**src/hw/rtl/amr_pkg.sv**
```systemverilog
`timescale 1ns / 1ps

package amr_pkg;

  localparam int unsigned TUNE_LEN     = 14;
  localparam int unsigned EXTRA_NOTE_MS = 400;
  localparam int unsigned NOTE_NUM_W   = 6;
  localparam int unsigned TONE_W       = 10;
  localparam int unsigned CFG_IDX_W    = 3;
  localparam int unsigned CFG_DATA_W   = 32;

  typedef enum logic [CFG_IDX_W-1:0] {
    CFG_ALARM_HOUR   = 3'd0,
    CFG_ALARM_MINUTE = 3'd1,
    CFG_ALARM_ENABLE = 3'd2,
    CFG_BLINK_PERIOD = 3'd3,
    CFG_RING_TIMEOUT = 3'd4
  } cfg_idx_e;

  typedef enum logic {
    KIND_TICK = 1'b0,
    KIND_STOP = 1'b1
  } item_kind_e;

  localparam logic [4:0]  RST_ALARM_HOUR   = 5'd7;
  localparam logic [5:0]  RST_ALARM_MINUTE = 6'd0;
  localparam logic        RST_ALARM_ENABLE = 1'b0;
  localparam logic [15:0] RST_BLINK_PERIOD = 16'd500;
  localparam logic [31:0] RST_RING_TIMEOUT = 32'd60000;

  typedef struct packed {
    logic [4:0]  alarm_hour;
    logic [5:0]  alarm_minute;
    logic        alarm_enable;
    logic [15:0] blink_period_ms;
    logic [31:0] ring_timeout_ms;
  } cfg_t;

  typedef struct packed {
    logic [31:0] now_ms;
    logic [5:0]  clock_minute;
    logic [4:0]  clock_hour;
    logic        kind;
  } item_t;

  typedef struct packed {
    logic                  redraw;
    logic                  just_fired;
    logic [NOTE_NUM_W-1:0] note_number;
    logic [TONE_W-1:0]     tone_hz;
    logic                  led_lit;
    logic                  ringing;
  } result_t;

  function automatic logic [TONE_W-1:0] tune_hz(input logic [NOTE_NUM_W-1:0] idx);
    logic [TONE_W-1:0] hz;
    case (idx)
      6'd0:    hz = 10'd659;
      6'd1:    hz = 10'd587;
      6'd2:    hz = 10'd370;
      6'd3:    hz = 10'd415;
      6'd4:    hz = 10'd554;
      6'd5:    hz = 10'd494;
      6'd6:    hz = 10'd294;
      6'd7:    hz = 10'd330;
      6'd8:    hz = 10'd494;
      6'd9:    hz = 10'd440;
      6'd10:   hz = 10'd277;
      6'd11:   hz = 10'd330;
      6'd12:   hz = 10'd440;
      default: hz = 10'd0;
    endcase
    return hz;
  endfunction

  function automatic logic [9:0] tune_ms(input logic [NOTE_NUM_W-1:0] idx);
    logic [9:0] ms;
    case (idx)
      6'd0, 6'd1, 6'd4, 6'd5, 6'd8, 6'd9: ms = 10'd125;
      6'd2, 6'd3, 6'd6, 6'd7, 6'd10, 6'd11: ms = 10'd250;
      6'd12:   ms = 10'd500;
      default: ms = 10'(EXTRA_NOTE_MS);
    endcase
    return ms;
  endfunction

endpackage

```
**src/hw/rtl/amr_cfg_regs.sv**
```systemverilog
`timescale 1ns / 1ps

module amr_cfg_regs
  import amr_pkg::*;
(
  input  logic                  clk_i,
  input  logic                  rst_ni,
  input  logic                  cfg_we_i,
  input  logic [CFG_IDX_W-1:0]  cfg_idx_i,
  input  logic [CFG_DATA_W-1:0] cfg_wdata_i,
  output cfg_t                  cfg_o
);

  cfg_t cfg_q;

  always_ff @(posedge clk_i or negedge rst_ni) begin
    if (!rst_ni) begin
      cfg_q.alarm_hour      <= RST_ALARM_HOUR;
      cfg_q.alarm_minute    <= RST_ALARM_MINUTE;
      cfg_q.alarm_enable    <= RST_ALARM_ENABLE;
      cfg_q.blink_period_ms <= RST_BLINK_PERIOD;
      cfg_q.ring_timeout_ms <= RST_RING_TIMEOUT;
    end else if (cfg_we_i) begin
      case (cfg_idx_i)
        CFG_ALARM_HOUR:   cfg_q.alarm_hour      <= cfg_wdata_i[4:0];
        CFG_ALARM_MINUTE: cfg_q.alarm_minute    <= cfg_wdata_i[5:0];
        CFG_ALARM_ENABLE: cfg_q.alarm_enable    <= cfg_wdata_i[0];
        CFG_BLINK_PERIOD: cfg_q.blink_period_ms <= cfg_wdata_i[15:0];
        CFG_RING_TIMEOUT: cfg_q.ring_timeout_ms <= cfg_wdata_i[31:0];
        default: ;
      endcase
    end
  end

  assign cfg_o = cfg_q;

endmodule

```
**src/hw/rtl/amr_step.sv**
```systemverilog
`timescale 1ns / 1ps

module amr_step
  import amr_pkg::*;
#(
  parameter int unsigned MELODY_NOTES = 14,
  parameter int unsigned TIME_BITS    = 32,
  localparam int unsigned NOTE_W = (MELODY_NOTES > 1) ? $clog2(MELODY_NOTES) : 1
) (
  input  item_t                item_i,
  input  cfg_t                 cfg_i,
  input  logic                 ring_i,
  input  logic                 latch_i,
  input  logic                 led_i,
  input  logic [NOTE_W-1:0]    pos_i,
  input  logic [TIME_BITS-1:0] ring_start_i,
  input  logic [TIME_BITS-1:0] note_start_i,
  input  logic [TIME_BITS-1:0] blink_last_i,
  output logic                 ring_o,
  output logic                 latch_o,
  output logic                 led_o,
  output logic [NOTE_W-1:0]    pos_o,
  output logic [TIME_BITS-1:0] ring_start_o,
  output logic [TIME_BITS-1:0] note_start_o,
  output logic [TIME_BITS-1:0] blink_last_o,
  output result_t              res_o
);

  localparam int unsigned CMP_W = (TIME_BITS > 32) ? TIME_BITS : 32;

  logic [CMP_W-1:0]     now_ext;
  logic [TIME_BITS-1:0] now_t;
  logic [TIME_BITS-1:0] blink_el;
  logic [TIME_BITS-1:0] note_el;
  logic [TIME_BITS-1:0] ring_el;
  logic                 at_time;
  logic                 fire;
  logic                 redraw;
  logic [NOTE_W-1:0]    pos_cur;
  logic [TIME_BITS-1:0] note_start_cur;
  logic [TIME_BITS-1:0] ring_start_cur;

  assign now_ext = CMP_W'(item_i.now_ms);
  assign now_t   = now_ext[TIME_BITS-1:0];
  assign at_time = (item_i.clock_hour == cfg_i.alarm_hour) &&
                   (item_i.clock_minute == cfg_i.alarm_minute);
  assign fire    = (item_i.kind == KIND_TICK) && cfg_i.alarm_enable && !ring_i &&
                   at_time && !latch_i;

  // on a fire the note and ring timers restart from now
  assign pos_cur        = fire ? '0 : pos_i;
  assign note_start_cur = fire ? now_t : note_start_i;
  assign ring_start_cur = fire ? now_t : ring_start_i;

  assign blink_el = now_t - blink_last_i;
  assign note_el  = now_t - note_start_cur;
  assign ring_el  = now_t - ring_start_cur;

  always_comb begin
    ring_o       = ring_i;
    latch_o      = latch_i;
    led_o        = led_i;
    pos_o        = pos_i;
    ring_start_o = ring_start_i;
    note_start_o = note_start_i;
    blink_last_o = blink_last_i;
    redraw       = 1'b0;
    if (item_i.kind == KIND_STOP) begin
      ring_o = 1'b0;
      led_o  = 1'b0;
      redraw = 1'b1;
    end else begin
      if (fire) begin
        ring_o       = 1'b1;
        latch_o      = 1'b1;
        pos_o        = '0;
        ring_start_o = now_t;
        note_start_o = now_t;
        redraw       = 1'b1;
      end
      if (!at_time) begin
        latch_o = 1'b0;
      end
      if (ring_i || fire) begin
        if (CMP_W'(blink_el) >= CMP_W'(cfg_i.blink_period_ms)) begin
          blink_last_o = now_t;
          led_o        = !led_i;
        end
        if (CMP_W'(note_el) >= CMP_W'(tune_ms(NOTE_NUM_W'(pos_cur)))) begin
          pos_o        = (pos_cur == NOTE_W'(MELODY_NOTES - 1)) ? '0 : pos_cur + 1'b1;
          note_start_o = now_t;
        end
        if (CMP_W'(ring_el) > CMP_W'(cfg_i.ring_timeout_ms)) begin
          ring_o = 1'b0;
          led_o  = 1'b0;
          redraw = 1'b1;
        end
      end
    end
  end

  always_comb begin
    res_o.ringing     = ring_o;
    res_o.led_lit     = led_o;
    res_o.tone_hz     = ring_o ? tune_hz(NOTE_NUM_W'(pos_o)) : '0;
    res_o.note_number = ring_o ? NOTE_NUM_W'(pos_o) : '0;
    res_o.just_fired  = fire;
    res_o.redraw      = redraw;
  end

endmodule

```
**src/hw/rtl/alarm_match_melody_ringer.sv**
```systemverilog
`timescale 1ns / 1ps
// alarm ringer with blinking led and looping melody
// s_axis carries one transaction per service tick or stop request:
//   tuser is the kind (0 tick with current time, 1 stop), tdata the time.
// m_axis returns exactly one result transaction per input transaction.
// configuration is written through cfg_we_i / cfg_idx_i / cfg_wdata_i,
//   one register per cycle; the user must write only while no
//   transaction is in flight, which the block does not enforce.
// an accepted transaction lands in an input register; the single-pass
//   step logic then updates the ringer state and loads the result
//   register once the result register is empty or being taken.
// throughput is one transaction per cycle while m_axis_tready stays high,
//   set by the single state update between input and result registers.
// when the receiver stalls the result register holds, the input register
//   fills and then s_axis_tready drops until the result is taken.
// reset clears the ringer state and loads the register defaults
//   (alarm 07:00 disarmed, blink 500 ms, timeout 60000 ms).
module alarm_match_melody_ringer
  import amr_pkg::*;
#(
  parameter int unsigned MELODY_NOTES = 14,
  parameter int unsigned TIME_BITS    = 32
) (
  input  logic                  clk_i,
  input  logic                  rst_ni,
  input  logic                  cfg_we_i,
  input  logic [CFG_IDX_W-1:0]  cfg_idx_i,
  input  logic [CFG_DATA_W-1:0] cfg_wdata_i,
  input  logic                  s_axis_tvalid,
  output logic                  s_axis_tready,
  // clock_hour[4:0], clock_minute[10:5], now_ms[42:11], zero fill
  input  logic [47:0]           s_axis_tdata,
  // kind[0]
  input  logic                  s_axis_tuser,
  output logic                  m_axis_tvalid,
  input  logic                  m_axis_tready,
  // ringing[0], led_lit[1], tone_hz[11:2], note_number[17:12],
  // just_fired[18], redraw[19], zero fill
  output logic [23:0]           m_axis_tdata
);

  localparam int unsigned NOTE_W = (MELODY_NOTES > 1) ? $clog2(MELODY_NOTES) : 1;

  cfg_t    cfg;
  item_t   in_item_q;
  logic    in_valid_q;
  result_t out_res_q;
  result_t res_d;
  logic    out_valid_q;
  logic    advance;

  logic                 ring_q, ring_d;
  logic                 latch_q, latch_d;
  logic                 led_q, led_d;
  logic [NOTE_W-1:0]    pos_q, pos_d;
  logic [TIME_BITS-1:0] ring_start_q, ring_start_d;
  logic [TIME_BITS-1:0] note_start_q, note_start_d;
  logic [TIME_BITS-1:0] blink_last_q, blink_last_d;

  assign advance       = in_valid_q && (!out_valid_q || m_axis_tready);
  assign s_axis_tready = !in_valid_q || advance;

  amr_cfg_regs u_cfg (
    .clk_i       (clk_i),
    .rst_ni      (rst_ni),
    .cfg_we_i    (cfg_we_i),
    .cfg_idx_i   (cfg_idx_i),
    .cfg_wdata_i (cfg_wdata_i),
    .cfg_o       (cfg)
  );

  amr_step #(
    .MELODY_NOTES (MELODY_NOTES),
    .TIME_BITS    (TIME_BITS)
  ) u_step (
    .item_i       (in_item_q),
    .cfg_i        (cfg),
    .ring_i       (ring_q),
    .latch_i      (latch_q),
    .led_i        (led_q),
    .pos_i        (pos_q),
    .ring_start_i (ring_start_q),
    .note_start_i (note_start_q),
    .blink_last_i (blink_last_q),
    .ring_o       (ring_d),
    .latch_o      (latch_d),
    .led_o        (led_d),
    .pos_o        (pos_d),
    .ring_start_o (ring_start_d),
    .note_start_o (note_start_d),
    .blink_last_o (blink_last_d),
    .res_o        (res_d)
  );

  always_ff @(posedge clk_i or negedge rst_ni) begin
    if (!rst_ni) begin
      in_valid_q  <= 1'b0;
      out_valid_q <= 1'b0;
    end else begin
      if (s_axis_tvalid && s_axis_tready) begin
        in_valid_q <= 1'b1;
      end else if (advance) begin
        in_valid_q <= 1'b0;
      end
      if (advance) begin
        out_valid_q <= 1'b1;
      end else if (m_axis_tready) begin
        out_valid_q <= 1'b0;
      end
    end
  end

  always_ff @(posedge clk_i) begin
    if (s_axis_tvalid && s_axis_tready) begin
      in_item_q.kind         <= s_axis_tuser;
      in_item_q.clock_hour   <= s_axis_tdata[4:0];
      in_item_q.clock_minute <= s_axis_tdata[10:5];
      in_item_q.now_ms       <= s_axis_tdata[42:11];
    end
    if (advance) begin
      out_res_q <= res_d;
    end
  end

  always_ff @(posedge clk_i or negedge rst_ni) begin
    if (!rst_ni) begin
      ring_q       <= 1'b0;
      latch_q      <= 1'b0;
      led_q        <= 1'b0;
      pos_q        <= '0;
      ring_start_q <= '0;
      note_start_q <= '0;
      blink_last_q <= '0;
    end else if (advance) begin
      ring_q       <= ring_d;
      latch_q      <= latch_d;
      led_q        <= led_d;
      pos_q        <= pos_d;
      ring_start_q <= ring_start_d;
      note_start_q <= note_start_d;
      blink_last_q <= blink_last_d;
    end
  end

  assign m_axis_tvalid = out_valid_q;
  assign m_axis_tdata  = {4'd0, out_res_q};

endmodule
```
**config.mk**
```make
export PLATFORM = sky130hd
export DESIGN_NAME = alarm_match_melody_ringer
export DESIGN_NICKNAME = d
export VERILOG_FILES = /design/src/hw/rtl/amr_pkg.sv /design/src/hw/rtl/amr_cfg_regs.sv /design/src/hw/rtl/amr_step.sv /design/src/hw/rtl/alarm_match_melody_ringer.sv
export SDC_FILE = /design/constraint.sdc
export NUM_CORES = 1
export LEC_CHECK = 0
export ABC_AREA = 1
export BUFFER_PORTS_ARGS = -buffer_cell sky130_fd_sc_hd__buf_2
export CAP_MARGIN = 20
export CORE_ASPECT_RATIO = 0.8
export CORE_MARGIN = 3
export CORE_UTILIZATION = 50
export DETAILED_ROUTE_END_ITERATION = 7
export GPL_TIMING_DRIVEN = 0
export PLACE_DENSITY = 0.72
export SYNTH_ARGS = -nofsm -noshare
export SYNTH_HDL_FRONTEND = slang
export SYNTH_SLANG_ARGS = --single-unit
```
**constraint.sdc**
```tcl
create_clock -name clk_i -period 18.23 [get_ports clk_i]
set_clock_uncertainty 0.1 [all_clocks]
set_input_delay 2.7345 -clock clk_i [delete_from_list [all_inputs] [get_ports clk_i]]
set_output_delay 2.7345 -clock clk_i [all_outputs]
set_load 0.005 [all_outputs]
```
==> results of run 1 <==
final timing paths:
check | endpoint | from | slack, ps
setup reg to reg | m_axis_tdata[5]$_SDFFCE_PN0P_ | u_cfg.cfg_o[57]$_DFFE_PN1P_ | 8140
max in group asynchronous | pos_q[0]$_DFFE_PN0P_ | rst_ni | 15110
hold reg to reg | note_start_q[28]$_DFFE_PN0P_ | note_start_q[28]$_DFFE_PN0P_ | 380
min in group asynchronous | u_cfg.cfg_o[27]$_DFFE_PN0P_ | rst_ni | 2000
setup / recovery | m_axis_tdata[5]$_SDFFCE_PN0P_ | u_cfg.cfg_o[57]$_DFFE_PN1P_ | 8140
hold / removal | note_start_q[28]$_DFFE_PN0P_ | note_start_q[28]$_DFFE_PN0P_ | 380
cells in the mapped netlist, types with 3 or more instances:
library cell	number
sky130_fd_sc_hd__nor2_2	12
sky130_fd_sc_hd__inv_2	6
sky130_fd_sc_hd__nand4_1	26
sky130_fd_sc_hd__o22ai_1	3
sky130_fd_sc_hd__nor2_4	3
sky130_fd_sc_hd__edfxtp_1	62
sky130_fd_sc_hd__o21ai_0	244
sky130_fd_sc_hd__buf_4	7
sky130_fd_sc_hd__a31oi_1	13
sky130_fd_sc_hd__a21boi_0	8
sky130_fd_sc_hd__nand2_2	20
sky130_fd_sc_hd__dfrtp_1	149
sky130_fd_sc_hd__o21bai_1	4
sky130_fd_sc_hd__nand3_1	93
sky130_fd_sc_hd__clkbuf_1	41
sky130_fd_sc_hd__nor2_1	145
sky130_fd_sc_hd__o211ai_1	30
sky130_fd_sc_hd__dfstp_2	16
sky130_fd_sc_hd__nand3_2	14
sky130_fd_sc_hd__a21oi_1	167
sky130_fd_sc_hd__and2_1	3
sky130_fd_sc_hd__o221ai_1	6
sky130_fd_sc_hd__ha_1	147
sky130_fd_sc_hd__o21ai_1	9
sky130_fd_sc_hd__a211oi_1	4
sky130_fd_sc_hd__nand2_1	522
sky130_fd_sc_hd__nor3_1	12
sky130_fd_sc_hd__a21o_1	9
sky130_fd_sc_hd__o21a_1	5
sky130_fd_sc_hd__xor2_1	42
sky130_fd_sc_hd__xnor2_1	30
sky130_fd_sc_hd__nor4_1	6
sky130_fd_sc_hd__inv_1	410
power by group through the flow:
| stage | registers [mW] | clock network, mW | logic, mW |
|---|---|---|---|
| 2_1_floorplan | 0.717 | 0 | 1.22 |
| 3_3_place_gp | 0.734 | 0 | 1.56 |
| 3_5_place_dp | 0.738 | 0 | 1.60 |
| 4_1_cts | 0.730 | 0.525 | 1.62 |
| 5_1_grt | 0.745 | 0.546 | 1.87 |
| 6_report | 0.730 | 0.517 | 1.63 |
through the flow:
stage | hold slack (ps) | worst slack (ps) | instance area (sq um) | util (%)
detailed placement | 367 | 8370 | 18000 | 54.8
CTS | 382 | 8250 | 18900 | 57.3
global route | 408 | 7190 | 18900 | 57.3
finish | 385 | 8140 | 18900 | 57.3
floorplan | 344 | 11190 | 16900 | -
global placement | 357 | 8770 | 18000 | 54.6
logic make-up (layout without fill, tap and decap cells):
logic type / after synthesis / after routing / synth area share (%)
xor+xnor: 72 / 72 / 3.73
fa+ha+maj: 149 / 149 / 11.1
compound gates: 516 / 516 / 16.8
simple gates: 867 / 867 / 22.1
buf+inv: 470 / 621 / 10.7
other cells: 1 / 7 / 0.0222
flops: 227 / 227 / 35.6
flip-flops by register name, summed over array words and instances (netlist names), 4 cells and up:
register,flops
u_cfg.cfg_o,60
pos_q,4
in_item_q,44
blink_last_q,32
note_start_q,32
ring_start_q,32
m_axis_tdata,18
critical path, delay by kind of cell, from the launching register on:
kind            cells  cell delay (ps)
simple gates       18             2990
flops               1              540
xor+xnor            2              290
buf+inv            10             2320
fa+ha+maj           3              850
compound gates     12             2820
per-layer routing:
| layer | track usage, % | vias up | routed length [um] |
|---|---|---|---|
| met2 | 41.1 | 469 | 20700 |
| met1 | 39.9 | 7352 | 23300 |
| met4 | 6.11 | 0 | 1050 |
| met5 | 0 | - | 0 |
| met3 | 4.68 | 71 | 3350 |
| li1 | - | 7782 | - |
area by class of cell:
cell class / count / area [sq um] / area share, %
multi-input combinational: 1610 / 9100 / 48.3
buffer: 53 / 243 / 1.29
antenna: 1 / 2.50 / 0.0133
clock inverter: 12 / 97.6 / 0.517
sequential: 227 / 6010 / 31.9
timing repair buffer: 105 / 573 / 3.04
inverter: 417 / 1570 / 8.30
clock buffer: 34 / 732 / 3.88
tap: 427 / 534 / 2.83
==> results.toml, run 1 <==
[power_and_ir_drop]
power_report.internal_total_mw = 1.55
clock_power_share_pct = 17.9
netSwitchingFraction_pct = 46.1
worst_ir_drop_vdd_v = 0.0000881
power.switching_mw = 1.33
power.leakage_nw = 9.49
share_seq_of_total_power_pct = 25.4
comb_power_share_pct = 56.7
report.power.total_mw = 2.88
areal_power_density_over_the_cells_nw_per_um2 = 153

[synthesis]
synthTopCellsByArea = "sky130_fd_sc_hd__dfrtp_1, sky130_fd_sc_hd__nand2_1, sky130_fd_sc_hd__edfxtp_1"
seq_area_frac_synth_pct = 35.6
ys_warn_count = 0
netlist.area_leader.share_pct = 22.1
synth-seq-cells = 227
synth_area_leader_cell = "sky130_fd_sc_hd__dfrtp_1"
syn_inst_count = 2302
synthFlopType = "sky130_fd_sc_hd__dfrtp_1"
post_synth.cell_area_avg_sq_um = 7.34
synthArstFlopShare_pct = 72.7
number_of_enable_type_register_cells_in_the_synthesized_netlist = 62
count_of_different_cell_masters_after_synthesis = 56
post_synth_instance_area_sq_um = 16900

[global_routing]
via_count_of_the_first_global_routing_pass = 15000
gr-usage-all-layers_pct = 26.9
grt_start_max_net_pins = 106
initial_antenna_violation_count = 0
overflow = 0
wire_length_of_the_first_global_routing_pass_mm = 77.6

[worst_setup_path]
critical-path-top-cell-by-count = "sky130_fd_sc_hd__nand2_1"
critPathSlowestCell = "sky130_fd_sc_hd__nor4_1"
crit_type = "register to register"
endpoint_kind = "register"
critical_path.startpoint_type = "register"
cp_max_fo = 10
timing.reg2reg.worst_path_depth = 45
worst-endpoint-required_ps = 18550
worst_ep_arrival_time_ps = 10410
critical-path-max-stage-delay_ps = 610

[layout]
layout-drive-gt1-share_pct = 9.72
fin_cells = 2886
number_of_nets_in_the_layout = 2677
commonest_non_fill_non_tap_cell_in_the_layout = "sky130_fd_sc_hd__nand2_1"
final.fill_count = 3121
flow.area_growth_from_synthesis_pct = 11.6
most-common-layout-cells = "sky130_fd_sc_hd__nand2_1, sky130_fd_sc_hd__inv_1, sky130_fd_sc_hd__o21ai_0"

[run]
cap_violations = 0

[sta]
timing.final.max_slew_violations = 0
final_min_period_over_clock_period_pct = 55.3
relSlewSlack_pct = 43.4
fmax_mhz = 99.1
worst_slew_pin_slew_ps = 848
finalWorstPathRequiredPeriod_ps = 10090
finalSetupViolations = 0
timing.setup.tns_ps = 0
rsz0062_at_grt = "no"
hold_viol = 0

[floorplan]
std_cell_rows = 59
pin_count = 115
fp.dieH_um = 170
design.die.area_sq_um = 36100
design.core.area_sq_um = 32900
initial_core_util_pct = 51.3
die_w_um = 212

[detailed_routing]
dr.first_iter.drc_count = 1396
detail_route.wl_per_cell_um = 16.8
detail_route.first_pass.iterations = 5
detailroute.via_count = 15700
final_antenna_net_count = 0
postRouteWirelength_mm = 48.5
drt_drc_violations_left = 0
routed_via_density = 5.43

[worst_hold_path]
min_path_cells = 2
hp-class = "register to register"

[clock_tree]
htree_levels = 1
post_cts_resized = 0
clk_latency_ps = 550
cts_tree = "built"
clk_pin_slew_worst_paths_ps = 60
num_clock_sinks = 227
total_of_hold_buffers_inserted_after_clock_tree_synthesis = 0
cts_buffer_depth = 3
cts_made_buffers = 25
clock-root-buffer = "sky130_fd_sc_hd__clkbuf_16"
post-cts-setup-buffer-count = 0

[status]
status = "complete, no violations"

[placed_design]
post-place-cells = 2839
hpwlAfterDp_mm = 38.9
buffer_ports.inserted = 103
finalWeightedCongestion = 0.945
Note: power is estimated with default switching activity, not from simulation.
==> inputs of run 2 (changes only) <==
ABC_AREA = 0   (was 1)
clock period = 9.5 ns   (was 18.23 ns; I/O delays follow)
==> results.toml, run 2 <==
[worst_setup_path]
worst-endpoint-required_ps = 9700
critPathTopFamily = "compound AO/OA/AOI/OAI gates"
worst_ep_arrival_time_ps = 9400
critPathSlowestCell = "sky130_fd_sc_hd__or4b_2"
crit_type = "register to register"
cp_max_fo = 10
endpoint_kind = "register"
critical_path.startpoint_type = "register"
critical-path-max-stage-delay_ps = 670
number_of_buffers_and_inverters_on_the_critical_path = 6

[sta]
fmax_mhz = 109
finalWorstPathRequiredPeriod_ps = 9200
final_min_period_over_clock_period_pct = 96.8
finalSetupViolations = 0
worst_slew_pin_slew_ps = 1100
relSlewSlack_pct = 26.4
timing.final.max_slew_violations = 0
hold_viol = 0
rsz0062_at_grt = "no"
timing.setup.tns_ps = 0
fin_hold_ws_ps = 380

[layout]
number_of_nets_in_the_layout = 2222
commonest_non_fill_non_tap_cell_in_the_layout = "sky130_fd_sc_hd__nand2_1"
largest_register_ffs = 60
n_antenna_cell = 0
final.fill_count = 2888
layout-drive-gt1-share_pct = 14.4
flow.area_growth_from_synthesis_pct = 13.8
most-common-layout-cells = "sky130_fd_sc_hd__nand2_1, sky130_fd_sc_hd__dfrtp_1, sky130_fd_sc_hd__ha_1"

[detailed_routing]
detail_route.first_pass.iterations = 6
detail_route.wl_per_cell_um = 19.7
final_antenna_net_count = 0
postRouteWirelength_mm = 47.9
detailroute.via_count = 14800
dr.first_iter.drc_count = 1374
routed_via_density = 6.09
drt_drc_violations_left = 0

[synthesis]
synthArstFlopShare_pct = 72.7
synthFlopType = "sky130_fd_sc_hd__dfrtp_1"
syn_inst_count = 1835
post-synth-top-count-cell = "sky130_fd_sc_hd__nand2_1"
synth-seq-cells = 227
netlist.area_leader.share_pct = 22.4
seq_area_frac_synth_pct = 36.2
synthTopCellsByArea = "sky130_fd_sc_hd__dfrtp_1, sky130_fd_sc_hd__edfxtp_1, sky130_fd_sc_hd__ha_1"
count_of_different_cell_masters_after_synthesis = 95
synth_area_leader_cell = "sky130_fd_sc_hd__dfrtp_1"
synth_commonest_cells = "sky130_fd_sc_hd__nand2_1, sky130_fd_sc_hd__dfrtp_1, sky130_fd_sc_hd__ha_1, sky130_fd_sc_hd__a21oi_1, sky130_fd_sc_hd__inv_1"
number_of_enable_type_register_cells_in_the_synthesized_netlist = 62
post_synth_instance_area_sq_um = 16600
post_synth.cell_area_avg_sq_um = 9.06
ys_warn_count = 0

[clock_tree]
cts_buffer_depth = 3
clk_pin_slew_worst_paths_ps = 60
htree_levels = 1
cts_made_buffers = 26
clock-root-buffer = "sky130_fd_sc_hd__clkbuf_16"
clk_latency_ps = 570
num_clock_sinks = 227
cts_tree = "built"

[power_and_ir_drop]
worst_ir_drop_vdd_v = 0.000155
power.leakage_nw = 8.40
areal_power_density_over_the_cells_nw_per_um2 = 148

[floorplan]
die_w_um = 210
fp.dieH_um = 169
std_cell_rows = 59
design.die.area_sq_um = 35500
design.core.area_sq_um = 32600
pin_count = 115
initial_core_util_pct = 50.9

[status]
status = "complete, no violations"

[placed_design]
finalWeightedCongestion = 0.930
buffer_ports.inserted = 103
hpwlAfterDp_mm = 37.0

[global_routing]
via_count_of_the_first_global_routing_pass = 14000
grt_start_max_net_pins = 100
overflow = 0
gr-usage-all-layers_pct = 26.4
wire_length_of_the_first_global_routing_pass_mm = 75.6
initial_antenna_violation_count = 0

[run]
cap_violations = 0

[worst_hold_path]
hp-class = "register to register"
run 2: path summary, 6_finish.rpt:
check / from / endpoint / slack [ps] / cells past startpoint
worst max-delay path: u_cfg.cfg_o[57]$_DFFE_PN1P_ / m_axis_tdata[4]$_SDFFCE_PN0P_ / 300 / 33
worst min-delay path: ring_start_q[23]$_DFFE_PN0P_ / ring_start_q[23]$_DFFE_PN0P_ / 380 / 2
worst max register to register: u_cfg.cfg_o[57]$_DFFE_PN1P_ / m_axis_tdata[4]$_SDFFCE_PN0P_ / 300 / 33
worst min register to register: ring_start_q[23]$_DFFE_PN0P_ / ring_start_q[23]$_DFFE_PN0P_ / 380 / 2
max in group asynchronous: rst_ni / note_start_q[28]$_DFFE_PN0P_ / 7650 / 2
min in group asynchronous: rst_ni / u_cfg.cfg_o[35]$_DFFE_PN0P_ / 710 / 1
run 2: final cells by class:
cell class,instances,area [sq um],area share [%]
Buffer,81,365,1.93
Clock buffer,29,682,3.61
Tap cell,427,534,2.83
Sequential cell,227,6010,31.8
Multi-Input combinational cell,1393,9890,52.3
Timing Repair Buffer,118,701,3.71
Inverter,137,514,2.72
Clock inverter,19,205,1.09
run 2: layer usage:
metal / vias up / track usage [%] / routed length (um)
met2: 535 / 39.7 / 20700
met4: 0 / 6.98 / 1260
li1: 6990 / - / -
met3: 78 / 4.26 / 3540
met5: - / 0 / 0
met1: 7190 / 39.7 / 22500
run 2: logic make-up after synthesis:
group / share of synthesized area (%)
DFF: 36.2
buffers and inverters: 5.24
muxes: 5.81
AOI/OAI and AO/OA: 20.6
adders and majority gates: 11.8
xor gates and xnor gates: 3.73
and+or+nand+nor: 16.6
other: 0.0226
run 2: what timing repair did:
item,in CTS,in global routing
gates cloned,0,0
buffers inserted,3,6
gates resized for setup,20,17
hold buffers,0,0
setup endpoints to repair,55,51
pin swaps,2,4
run 2: power breakdown:
group | internal [mW] | switching, mW | total (mW) | leakage, nW
clock network | 0.605 | 0.449 | 1.05 | 0.425
logic | 0.252 | 0.349 | 0.601 | 5.39
registers | 1.10 | 0.0550 | 1.15 | 2.58
total | 1.95 | 0.853 | 2.81 | 8.40
run 2: worst register-to-register path: cells and delay by family (launching register included):
family                     cells  cell delay, ps
AOI/OAI and AO/OA             14            3320
xor gates and xnor gates       1             100
adders and majority gates      2             490
buffers and inverters          6            1480
DFF                            1             540
muxes                          1             350
and+or+nand+nor                9            2560
run 2: through the flow:
step                worst slack, ps  utilization (%)  total power, mW  std cells  cell area [sq um]
floorplan                      1530                -             1.54       1840              16600
CTS                            14.2             57.5             2.80       2425              18800
global placement              -1790             54.2             1.70       2370              17700
finish                          304             57.9             2.81       2431              18900
global route                   1.28             57.9             2.94       2431              18900
detailed placement            -2040             54.5             1.73       2375              17800
